File: src/rtl/core/sew_pkg.sv
// shared types, constants and helpers of the segment energy weighting block
package sew_pkg;

    localparam int NUM_LANES  = 8;
    localparam int LANE_W     = 3;
    localparam int CNT_W      = 7;
    localparam int SAMPLE_W   = 16;
    localparam int ENERGY_W   = 48;
    localparam int TARGET_W   = 32;
    localparam int BW_W       = 16;
    localparam int NUM_W      = 48;
    localparam int QUOT_W     = 62;
    localparam int ROOT_W     = 63;
    localparam int SCALE_W    = 31;
    localparam int PROD_W     = 47;
    localparam int DIV_STEPS  = 78;
    localparam int DIV_PAD    = 30;
    localparam int SQRT_STEPS = 32;
    localparam int STEP_W     = 7;

    localparam logic [QUOT_W-1:0] QCAP      = '1;
    localparam logic [QUOT_W-1:0] QCAP_HALF = QCAP >> 1;

    // item codes and register indexes
    localparam logic FUNC_CLOSE  = 1'b0;
    localparam logic FUNC_SAMPLE = 1'b1;
    localparam logic CFG_BW_LOW  = 1'b0;
    localparam logic CFG_BW_HIGH = 1'b1;

    typedef struct packed {
        logic               func;
        logic signed [31:0] band_value_0;
        logic signed [31:0] band_value_1;
        logic signed [31:0] band_value_2;
        logic signed [31:0] band_value_3;
        logic signed [31:0] band_value_4;
        logic signed [31:0] band_value_5;
        logic signed [31:0] band_value_6;
        logic signed [31:0] band_value_7;
    } in_item_t;

    typedef struct packed {
        logic signed [15:0] scaled_0;
        logic signed [15:0] scaled_1;
        logic signed [15:0] scaled_2;
        logic signed [15:0] scaled_3;
        logic signed [15:0] scaled_4;
        logic signed [15:0] scaled_5;
        logic signed [15:0] scaled_6;
        logic signed [15:0] scaled_7;
        logic               last_of_segment;
        logic [7:0]         silent_bands;
    } out_item_t;

    typedef logic [NUM_LANES-1:0][SAMPLE_W-1:0] row_t;
    typedef logic [NUM_LANES-1:0][BW_W-1:0]     bw_set_t;

    // one closed segment handed from front to back
    typedef struct packed {
        logic [CNT_W-1:0]                         count;
        logic [NUM_LANES-1:0][ENERGY_W-1:0]       energy;
        logic [NUM_LANES-1:0][TARGET_W-1:0]       target;
    } job_t;

    // saturate a 32-bit value to 16-bit two's complement
    function automatic logic [SAMPLE_W-1:0] sat16(input logic signed [31:0] v);
        logic [SAMPLE_W-1:0] r;
        if (v > 32'sd32767) begin
            r = 16'h7fff;
        end else if (v < -32'sd32768) begin
            r = 16'h8000;
        end else begin
            r = v[15:0];
        end
        return r;
    endfunction

endpackage

File: src/rtl/core/sew_job_queue.sv
// two-entry queue of closed segments between front and back
module sew_job_queue import sew_pkg::*; (
    input  logic aclk,
    input  logic aresetn,
    input  logic push,
    input  job_t push_job,
    input  logic pop,
    output logic nonempty,
    output job_t head
);

    job_t       slot_reg [2];
    logic       wr_ptr_reg;
    logic       rd_ptr_reg;
    logic [1:0] fill_reg;

    assign nonempty = (fill_reg != 2'd0);
    assign head     = slot_reg[rd_ptr_reg];

    // entry storage
    always_ff @(posedge aclk) begin
        if (push && fill_reg != 2'd2) begin
            slot_reg[wr_ptr_reg] <= push_job;
        end
    end

    // pointers and fill level
    always_ff @(posedge aclk) begin
        logic do_push;
        logic do_pop;
        do_push = push && (fill_reg != 2'd2);
        do_pop  = pop && nonempty;
        if (!aresetn) begin
            wr_ptr_reg <= 1'b0;
            rd_ptr_reg <= 1'b0;
            fill_reg   <= 2'd0;
        end else begin
            if (do_push) begin
                wr_ptr_reg <= !wr_ptr_reg;
            end
            if (do_pop) begin
                rd_ptr_reg <= !rd_ptr_reg;
            end
            if (do_push && !do_pop) begin
                fill_reg <= fill_reg + 2'd1;
            end else if (do_pop && !do_push) begin
                fill_reg <= fill_reg - 2'd1;
            end
        end
    end

endmodule

File: config.mk
export PLATFORM = sky130hd
export DESIGN_NAME = sew_job_queue
export DESIGN_NICKNAME = d
export VERILOG_FILES = /design/src/rtl/core/sew_pkg.sv /design/src/rtl/core/sew_job_queue.sv
export SDC_FILE = /design/constraint.sdc
export NUM_CORES = 1
export LEC_CHECK = 0
export ABC_AREA = 1
export BUFFER_PORTS_ARGS = -buffer_cell sky130_fd_sc_hd__buf_2
export CORE_AREA = 2 2 512 514
export DETAILED_ROUTE_END_ITERATION = 7
export DIE_AREA = 0 0 514 516
export GPL_TIMING_DRIVEN = 0
export PLACE_DENSITY_LB_ADDON = 0.05
export SLEW_MARGIN = 20
export SYNTH_ARGS = -nofsm -noshare
export SYNTH_HDL_FRONTEND = slang
export SYNTH_SLANG_ARGS = --single-unit
File: constraint.sdc
create_clock -name aclk -period 59.7 [get_ports aclk]
set_clock_uncertainty 0.1 [all_clocks]
set_input_delay 11.94 -clock aclk [delete_from_list [all_inputs] [get_ports aclk]]
set_output_delay 11.94 -clock aclk [all_outputs]
set_load 0.1 [all_outputs]
# After elaboration in Yosys (flattened, before gate mapping)
# Memory sizes are Yosys's and may differ from the RTL's. A register that Yosys moved wholly into a read port is not among the register bits.
# Index checks and enable logic that the tools add are counted.
dict set report op_classes {
  reduce_logical 10
  n_addsub 2
  muxes 6
  eq_ne 1
}
# cell n
set op_table {}
lappend op_table {{1-bit logical AND} 4}
lappend op_table {{1-bit logical NOT} 4}
lappend op_table {{1-bit 2-to-1 mux} 4}
lappend op_table {{2-bit 2-to-1 mux} 2}
lappend op_table {{2-bit nonzero test} 2}
lappend op_table {{2-bit by 1-bit adder with 2-bit output (second input constant)} 1}
lappend op_table {{2-bit inequality test (second input constant)} 1}
lappend op_table {{2-bit by 1-bit subtractor with 2-bit output (second input constant)} 1}
dict set report totals {
  output_inout_bits 648
  n_memories 1
  elab_cells 23
  reg_bits 4
  mem_bits_rw 1294
}
# memory depth width rd rd_clocked_by_memory_dff write_ports line
set mem_list {}
lappend mem_list {slot_reg 2 647 1 1 1 sew_job_queue.sv:12} ;# job_t slot_reg [2];

# Logic depth before layout (Yosys ltp)
# Gate-level depths: netlist of the first run.
dict set report logic_depth {
  depth_word 6
  ltp_mapped 10
  depth_no_buf 10
}

# Least setup slack after synthesis of the first run
# No wires, ideal clock.
dict set report synth_path {
  kind {input-to-reg}
  start {input push}
  end {memory slot_reg[0][0] (netlist bit) (enable)}
  setup_ns 1.678
  slack_ns 19.085
  path_buffers 0
  path_stages 2
  arrival_ns 38.837
  cell_sequence {o21ai_0 -> nor2_1}
}
dict set report synth_via {
  elab_chain_cells 3
}
# element line
set synth_lines {}
lappend synth_lines {{start, declared} sew_job_queue.sv:5} ;# input logic push,
lappend synth_lines {{1-bit logical AND} sew_job_queue.sv:22} ;# if (push && fill_reg != 2'd2) begin
lappend synth_lines {{1-bit 2-to-1 mux} sew_job_queue.sv:22}
lappend synth_lines {{1-bit 2-to-1 mux (implied by the code)} sew_job_queue.sv:23} ;# slot_reg[wr_ptr_reg] <= push_job;
lappend synth_lines {{end, declared} sew_job_queue.sv:12}
# Every way passes these cells.

==> summary.md, run 1 <==
| Metric | Value |
|---|---|
| Clock transition at path regs | 0.05 ns |
| Asr flop ratio synth | 0 |
| Hold_buf cts | 0 |
| Crit path required time | 47.66 ns |
| Die H | 516 µm |
| First DRT Iteration DRCs | 1115 |
| Slack of the critical path | 45.13 ns |
| Hold path cells | 2 |
| Synth area leader | edfxtp_1 |
| Synth warn | 0 |
| CTS tree | yes |
| Critical path peak fanout | 10 |
| Clock share of power | 0.259 |
| Top-count cell post-synth | edfxtp_1 |
| Clk sinks | 1299 |
| Core Box Area | 259000 µm² |
| Setup Buffers After CTS | 0 |
| Grt met2 use | 0.222 |
| Pre-CTS WS | 44.71 ns |
| Final std cells w/o fill | 7176 |
| Setup slack, reg-to-reg | 56.47 ns |
| Resized cells post-CTS | 0 |
| Max cap viols | 0 |
| Power Density | 56.6 nW/µm² |
| Switching Power | 1690 µW |
| Total chip power | 3690 µW |
| Max-slew violations | 0 |
| Prevailing post-synth register cell | edfxtp_1 |
| Period utilisation layout | 0.244 |
| Final Hold Fails | 0 |
| Number of synthesized flops with an enable pin | 1294 |
| Max FFs per register | 1294 |
| Layout cell share with drive strength beyond 1 | 0.619 |
| Dpl cells | 6828 |
| DR pass1 iterations | 4 |
| Worst Setup Start Kind | register |
| P_int | 2000 µW |
| Met1 usage | 0.127 |
| Switching part of the total | 0.459 |
| Leakage | 0.0235 µW |
| Slew HR | 0.445 |
| Area delta synth->final | 37.9% |
| Library cells used by synthesis | 15 |
| Share of the synthesized area in the top cell type | 0.821 |
| I/O pins | 1299 |
| Initial Util | 0.182 |
| Comb pwr share | 0.424 |
| Aggregate global routing overflow | 0 |
| Gr usage total | 0.131 |
| Hold Path Class | reg -> reg |
| Worst reg2reg endpoint | slot_reg[1][82]$_DFFE_PP_ |
| Worst Setup End Kind | primary output |
| Syn Std Cell Area | 47300 µm² |
| Mapped Cells | 2049 |
| Worst setup path class | reg -> out |
| Nets | 4248 |
| Final wirelength | 180 mm |
| Sequential-to-total area share from yosys stat | 0.824 |
| Fmax | 68.6 MHz |
| Antenna-violating nets left | 0 |
| Initial antenna violation count | 233 |
| Final worst path period need | 14.57 ns |
| Routability congestion estimate | 0.731 |
| Die X | 514 µm |
| # setup viols final | 0 |
| DRC Markers | 0 |
| RSZ-0062 raised after global routing | false |
| CTS root buf | clkbuf_16 |
| Top cells by count, synth | 1294 x edfxtp_1, 647 x mux2_2, 48 x clkbuf_8 |
| Clock Tree Buf Depth | 3 |
| Clock buffer count from CTS | 168 |
| Final hold slack | 0.403 ns |
| WHS Endpoint | rd_ptr_reg$_SDFFE_PN0P_ |
| Post-DR wirelength/cell | 25.1 µm |
| H-tree Lvls | 4 |
| First-pass GRT wire length | 237 mm |
| Top cells by area, synth | edfxtp_1 82%, mux2_2 15%, clkbuf_8 1.4% |
| Vias in the first global route | 27014 |
| Average size of a mapped cell | 23.1 µm² |
| Reg2Reg Launch Point | fill_reg[1]$_SDFFE_PN0P_ |
| Final TNS setup | 0 ns |
| Slew @ Worst Pin | 0.823 ns |
| #FFs+latches synth | 1299 |
| Worst reg2reg path depth | 10 |
| DP HPWL | 141 mm |
| Port bufs | 1298 |
| Status | complete, no violations |
| Reg power frac | 0.317 |
| Pin count of the biggest net entering global routing | 22 |
| Die area | 265000 µm² |
| Vias after detailed routing | 25910 |
| WP data arrival | 2.53 ns |
| Gr busiest metal | met2 |
| Rows | 187 |
| Routed vias/inst | 3.61 |
| Syn_nets | 2701 |
| Worst-Skew Late Latency | 0.75 ns |
| M3 GR Usage | 0.0879 |
| Max IR drop VDD | 0.0239 mV |
| Worst hold start | rd_ptr_reg$_SDFFE_PN0P_ |
## cell families (layout without fill, tap and decap cells)
family	count (synthesis)	count (layout)	share of synthesized area
muxes	647	647	0.154
and+or+nand+nor	17	17	0.00143
AOI/OAI and AO/OA	5	5	0.000582
buffers and inverters	80	1757	0.0202
DFF	1299	1299	0.824
adders and majority gates	1	1	0.000264
other	0	48	0
## layer usage
metal  vias to the layer above  wire length [µm]
met5                         -               928
met4                       150              6220
met3                       521             25600
met2                      1181             87300
met1                     12595             60200
li1                      11463                 -
## final cells by class
| cell class | instances | area, µm² |
|---|---|---|
| fill | 26720 | 194000 |
| buffer | 72 | 925 |
| timing repair buffer | 1377 | 8400 |
| tap | 3402 | 4260 |
| antenna | 48 | 120 |
| clock buffer | 224 | 4460 |
| multi-input combinational | 670 | 7410 |
| inverter | 8 | 30.0 |
| sequential | 1299 | 39000 |
| clock inverter | 76 | 674 |
## worst max-delay path, cell delays in order (launching register included)
cell	delay [ns]
dfxtp_1	0.32
buf_6	0.22
buf_6	0.26
buf_6	0.24
mux2_2	0.38
buf_2	0.32
## power by group through the flow
stage / logic [µW] / clock network, µW / registers, µW
final: 1570 / 956 / 1170
after global routing: 1630 / 1030 / 1180
after CTS: 1600 / 1000 / 1170
after detailed placement: 1600 / 0 / 1190
after global placement: 1540 / 0 / 1520
after floorplan: 1200 / 0 / 1350
## stage by stage
stage                     cell area (µm²)   util
after CTS                           65100  0.251
after floorplan                     47300      -
after global routing                65100  0.251
after detailed placement            60000  0.231
final                               65200  0.252
after global placement              58100  0.224
## worst max path at each step
stage | from | endpoint | slack [ns] | cells past startpoint
after floorplan | push | slot_reg[0][0]$_DFFE_PP_ | 19.09 | 2
after global placement | push | slot_reg[0][109]$_DFFE_PP_ | -7.52 | 3
after detailed placement | push | slot_reg[1][87]$_DFFE_PP_ | 44.71 | 10
after CTS | register | head[472] | 44.85 | 5
after global routing | register | head[469] | 44.88 | 5
final | register | head[472] | 45.13 | 5
## cell usage in the layout, fill, tap and decap left out, types with 7 or more instances in the layout
cell type / count
buf_12: 36
buf_16: 43
buf_2: 1299
buf_6: 23
clkbuf_1: 54
clkbuf_16: 170
clkbuf_8: 48
clkinv_1: 39
clkinv_2: 18
diode_2: 48
edfxtp_1: 1294
inv_1: 8
mux2_2: 647
nand2_1: 7
Power figures use the tool's default switching activity.
==> run 2: changes to the inputs <==
clock period = 15.1 ns   (was 59.7 ns; I/O delays follow)
==> summary.md, run 2 (synthesis results as in run 1) <==
| Metric | Value |
|---|---|
| DP HPWL | 141 mm |
| Die X | 514 µm |
| Leakage | 0.0234 µW |
| H-tree Lvls | 4 |
| Post-DR wirelength/cell | 25.3 µm |
| Core Box Area | 259000 µm² |
| Slew HR | 0.462 |
| RSZ-0062 raised after global routing | false |
| DR pass1 iterations | 5 |
| Slack of the critical path | 9.31 ns |
| CTS root buf | clkbuf_16 |
| Pin count of the biggest net entering global routing | 22 |
| Clock Tree Buf Depth | 3 |
| Aggregate global routing overflow | 0 |
| # setup viols final | 0 |
| Die H | 516 µm |
| Max FFs per register | 1294 |
| Hold_buf cts | 0 |
| I/O pins | 1299 |
| Commonest cells after routing, fill and taps aside | 1299 x buf_2, 1294 x edfxtp_1, 647 x mux2_2 |
| Fmax | 173 MHz |
| Nets | 4246 |
| Resized cells post-CTS | 0 |
| DRC Markers | 0 |
| Cell Area, Placed | 59900 µm² |
| Worst reg2reg path depth | 12 |
| Worst-Skew Late Latency | 0.78 ns |
| Port bufs | 1298 |
| WP data arrival | 2.67 ns |
| Period utilisation layout | 0.384 |
| Status | complete, no violations |
| Setup slack, reg-to-reg | 11.57 ns |
| Filler instances | 26808 |
| Hold Path Class | reg -> reg |
| Clk sinks | 1299 |
| Slew @ Worst Pin | 0.798 ns |
| Initial Util | 0.182 |
| Critical path peak fanout | 10 |
| Power Density | 224 nW/µm² |
| Worst reg2reg endpoint | slot_reg[0][605]$_DFFE_PP_ |
| Pre-CTS WS | 8.74 ns |
| Worst Setup Start Kind | register |
| Antenna-violating nets left | 0 |
| Final worst path period need | 5.79 ns |
| Die area | 265000 µm² |
| Clock transition at path regs | 0.06 ns |
| Gr usage total | 0.131 |
| Max-slew violations | 0 |
| Worst setup path class | reg -> out |
| Capture point of the worst path | head[556] |
| First-pass GRT wire length | 237 mm |
| Max IR drop VDD | 0.107 mV |
| Crit path required time | 11.98 ns |
| Clock buffer count from CTS | 167 |
| Worst Setup End Kind | primary output |
| Routability congestion estimate | 0.718 |
| Leading cell type in the layout, fill and taps excluded | buf_2 |
| Post-route cell area | 65100 µm² |
| Vias in the first global route | 26882 |
| Area delta synth->final | 37.6% |
| Final core occ | 0.251 |
| Final wirelength | 181 mm |
| Rows | 187 |
| Initial antenna violation count | 229 |
| Routed vias/inst | 3.62 |
| Vias after detailed routing | 25876 |
| First DRT Iteration DRCs | 1202 |
| Layout cell share with drive strength beyond 1 | 0.619 |
| Setup Buffers After CTS | 0 |
| CTS tree | yes |
| Final Hold Fails | 0 |
| Reg2Reg Launch Point | fill_reg[1]$_SDFFE_PN0P_ |
| Max cap viols | 0 |
[run 2: cell types whose count changed in the layout (fill, tap and decap cells not counted), sizes merged]
| cell | previous run | this run |
|---|---|---|
| diode | 48 | 36 |
| clkinv | 63 | 60 |
| bufinv | 5 | 3 |
| clkinvlp | 2 | 0 |
| buf | 1401 | 1400 |
| inv | 14 | 15 |
[run 2: worst max-delay path: stages, from the launching register on]
cell      delay [ns]
dfxtp_1         0.32
buf_6           0.25
buf_6           0.26
clkbuf_8        0.25
mux2_2          0.41
buf_2           0.33
[run 2: per-stage QoR]
step | power [µW] | setup TNS [ns] | std cells | hold WS [ns]
4_1_cts | 14900 | 0 | 7121 | 0.397
2_1_floorplan | 9820 | -7291.34 | 2049 | 0.367
3_5_place_dp | 11000 | 0 | 6827 | 0.384
6_report | 14600 | 0 | 7157 | 0.402
3_3_place_gp | 11600 | - | 6749 | 0.382
5_1_grt | 15100 | 0 | 7130 | 0.470
[run 2: layout make-up]
type,instances,area (µm²),area share
Inverter,8,30.0,0.000461
Clock buffer,224,4500,0.0690
Clock inverter,70,608,0.00934
Timing Repair Buffer,1376,8340,0.128
Antenna cell,36,90.1,0.00138
Tap cell,3402,4260,0.0654
Multi-Input combinational cell,670,7410,0.114
Buffer,72,925,0.0142
Sequential cell,1299,39000,0.598
[run 2: layer usage]
| layer | share of wire | global-route usage | up-vias |
|---|---|---|---|
| met5 | 0.0055 | 0 | - |
| met2 | 0.49 | 0.228 | 1200 |
| met3 | 0.13 | 0.0841 | 543 |
| li1 | - | - | 11428 |
| met1 | 0.34 | 0.128 | 12539 |
| met4 | 0.031 | 0.0365 | 166 |
[run 2: worst min-delay path by stage]
| stage | cells past startpoint | endpoint | startpoint |
|---|---|---|---|
| 2_1_floorplan | 2 | register | rd_ptr_reg$_SDFFE_PN0P_ |
| 3_3_place_gp | 2 | rd_ptr_reg$_SDFFE_PN0P_ | rd_ptr_reg$_SDFFE_PN0P_ |
| 3_5_place_dp | 2 | register | rd_ptr_reg$_SDFFE_PN0P_ |
| 4_1_cts | 2 | register | rd_ptr_reg$_SDFFE_PN0P_ |
| 5_1_grt | 2 | register | rd_ptr_reg$_SDFFE_PN0P_ |
| 6_report | 2 | register | rd_ptr_reg$_SDFFE_PN0P_ |
[run 2: where the power goes]
group | leakage, µW | internal [µW] | switching, µW
logic | 0.00884 | 1180 | 5010
clock network | 0.00247 | 2140 | 1610
registers | 0.0121 | 4550 | 85.3
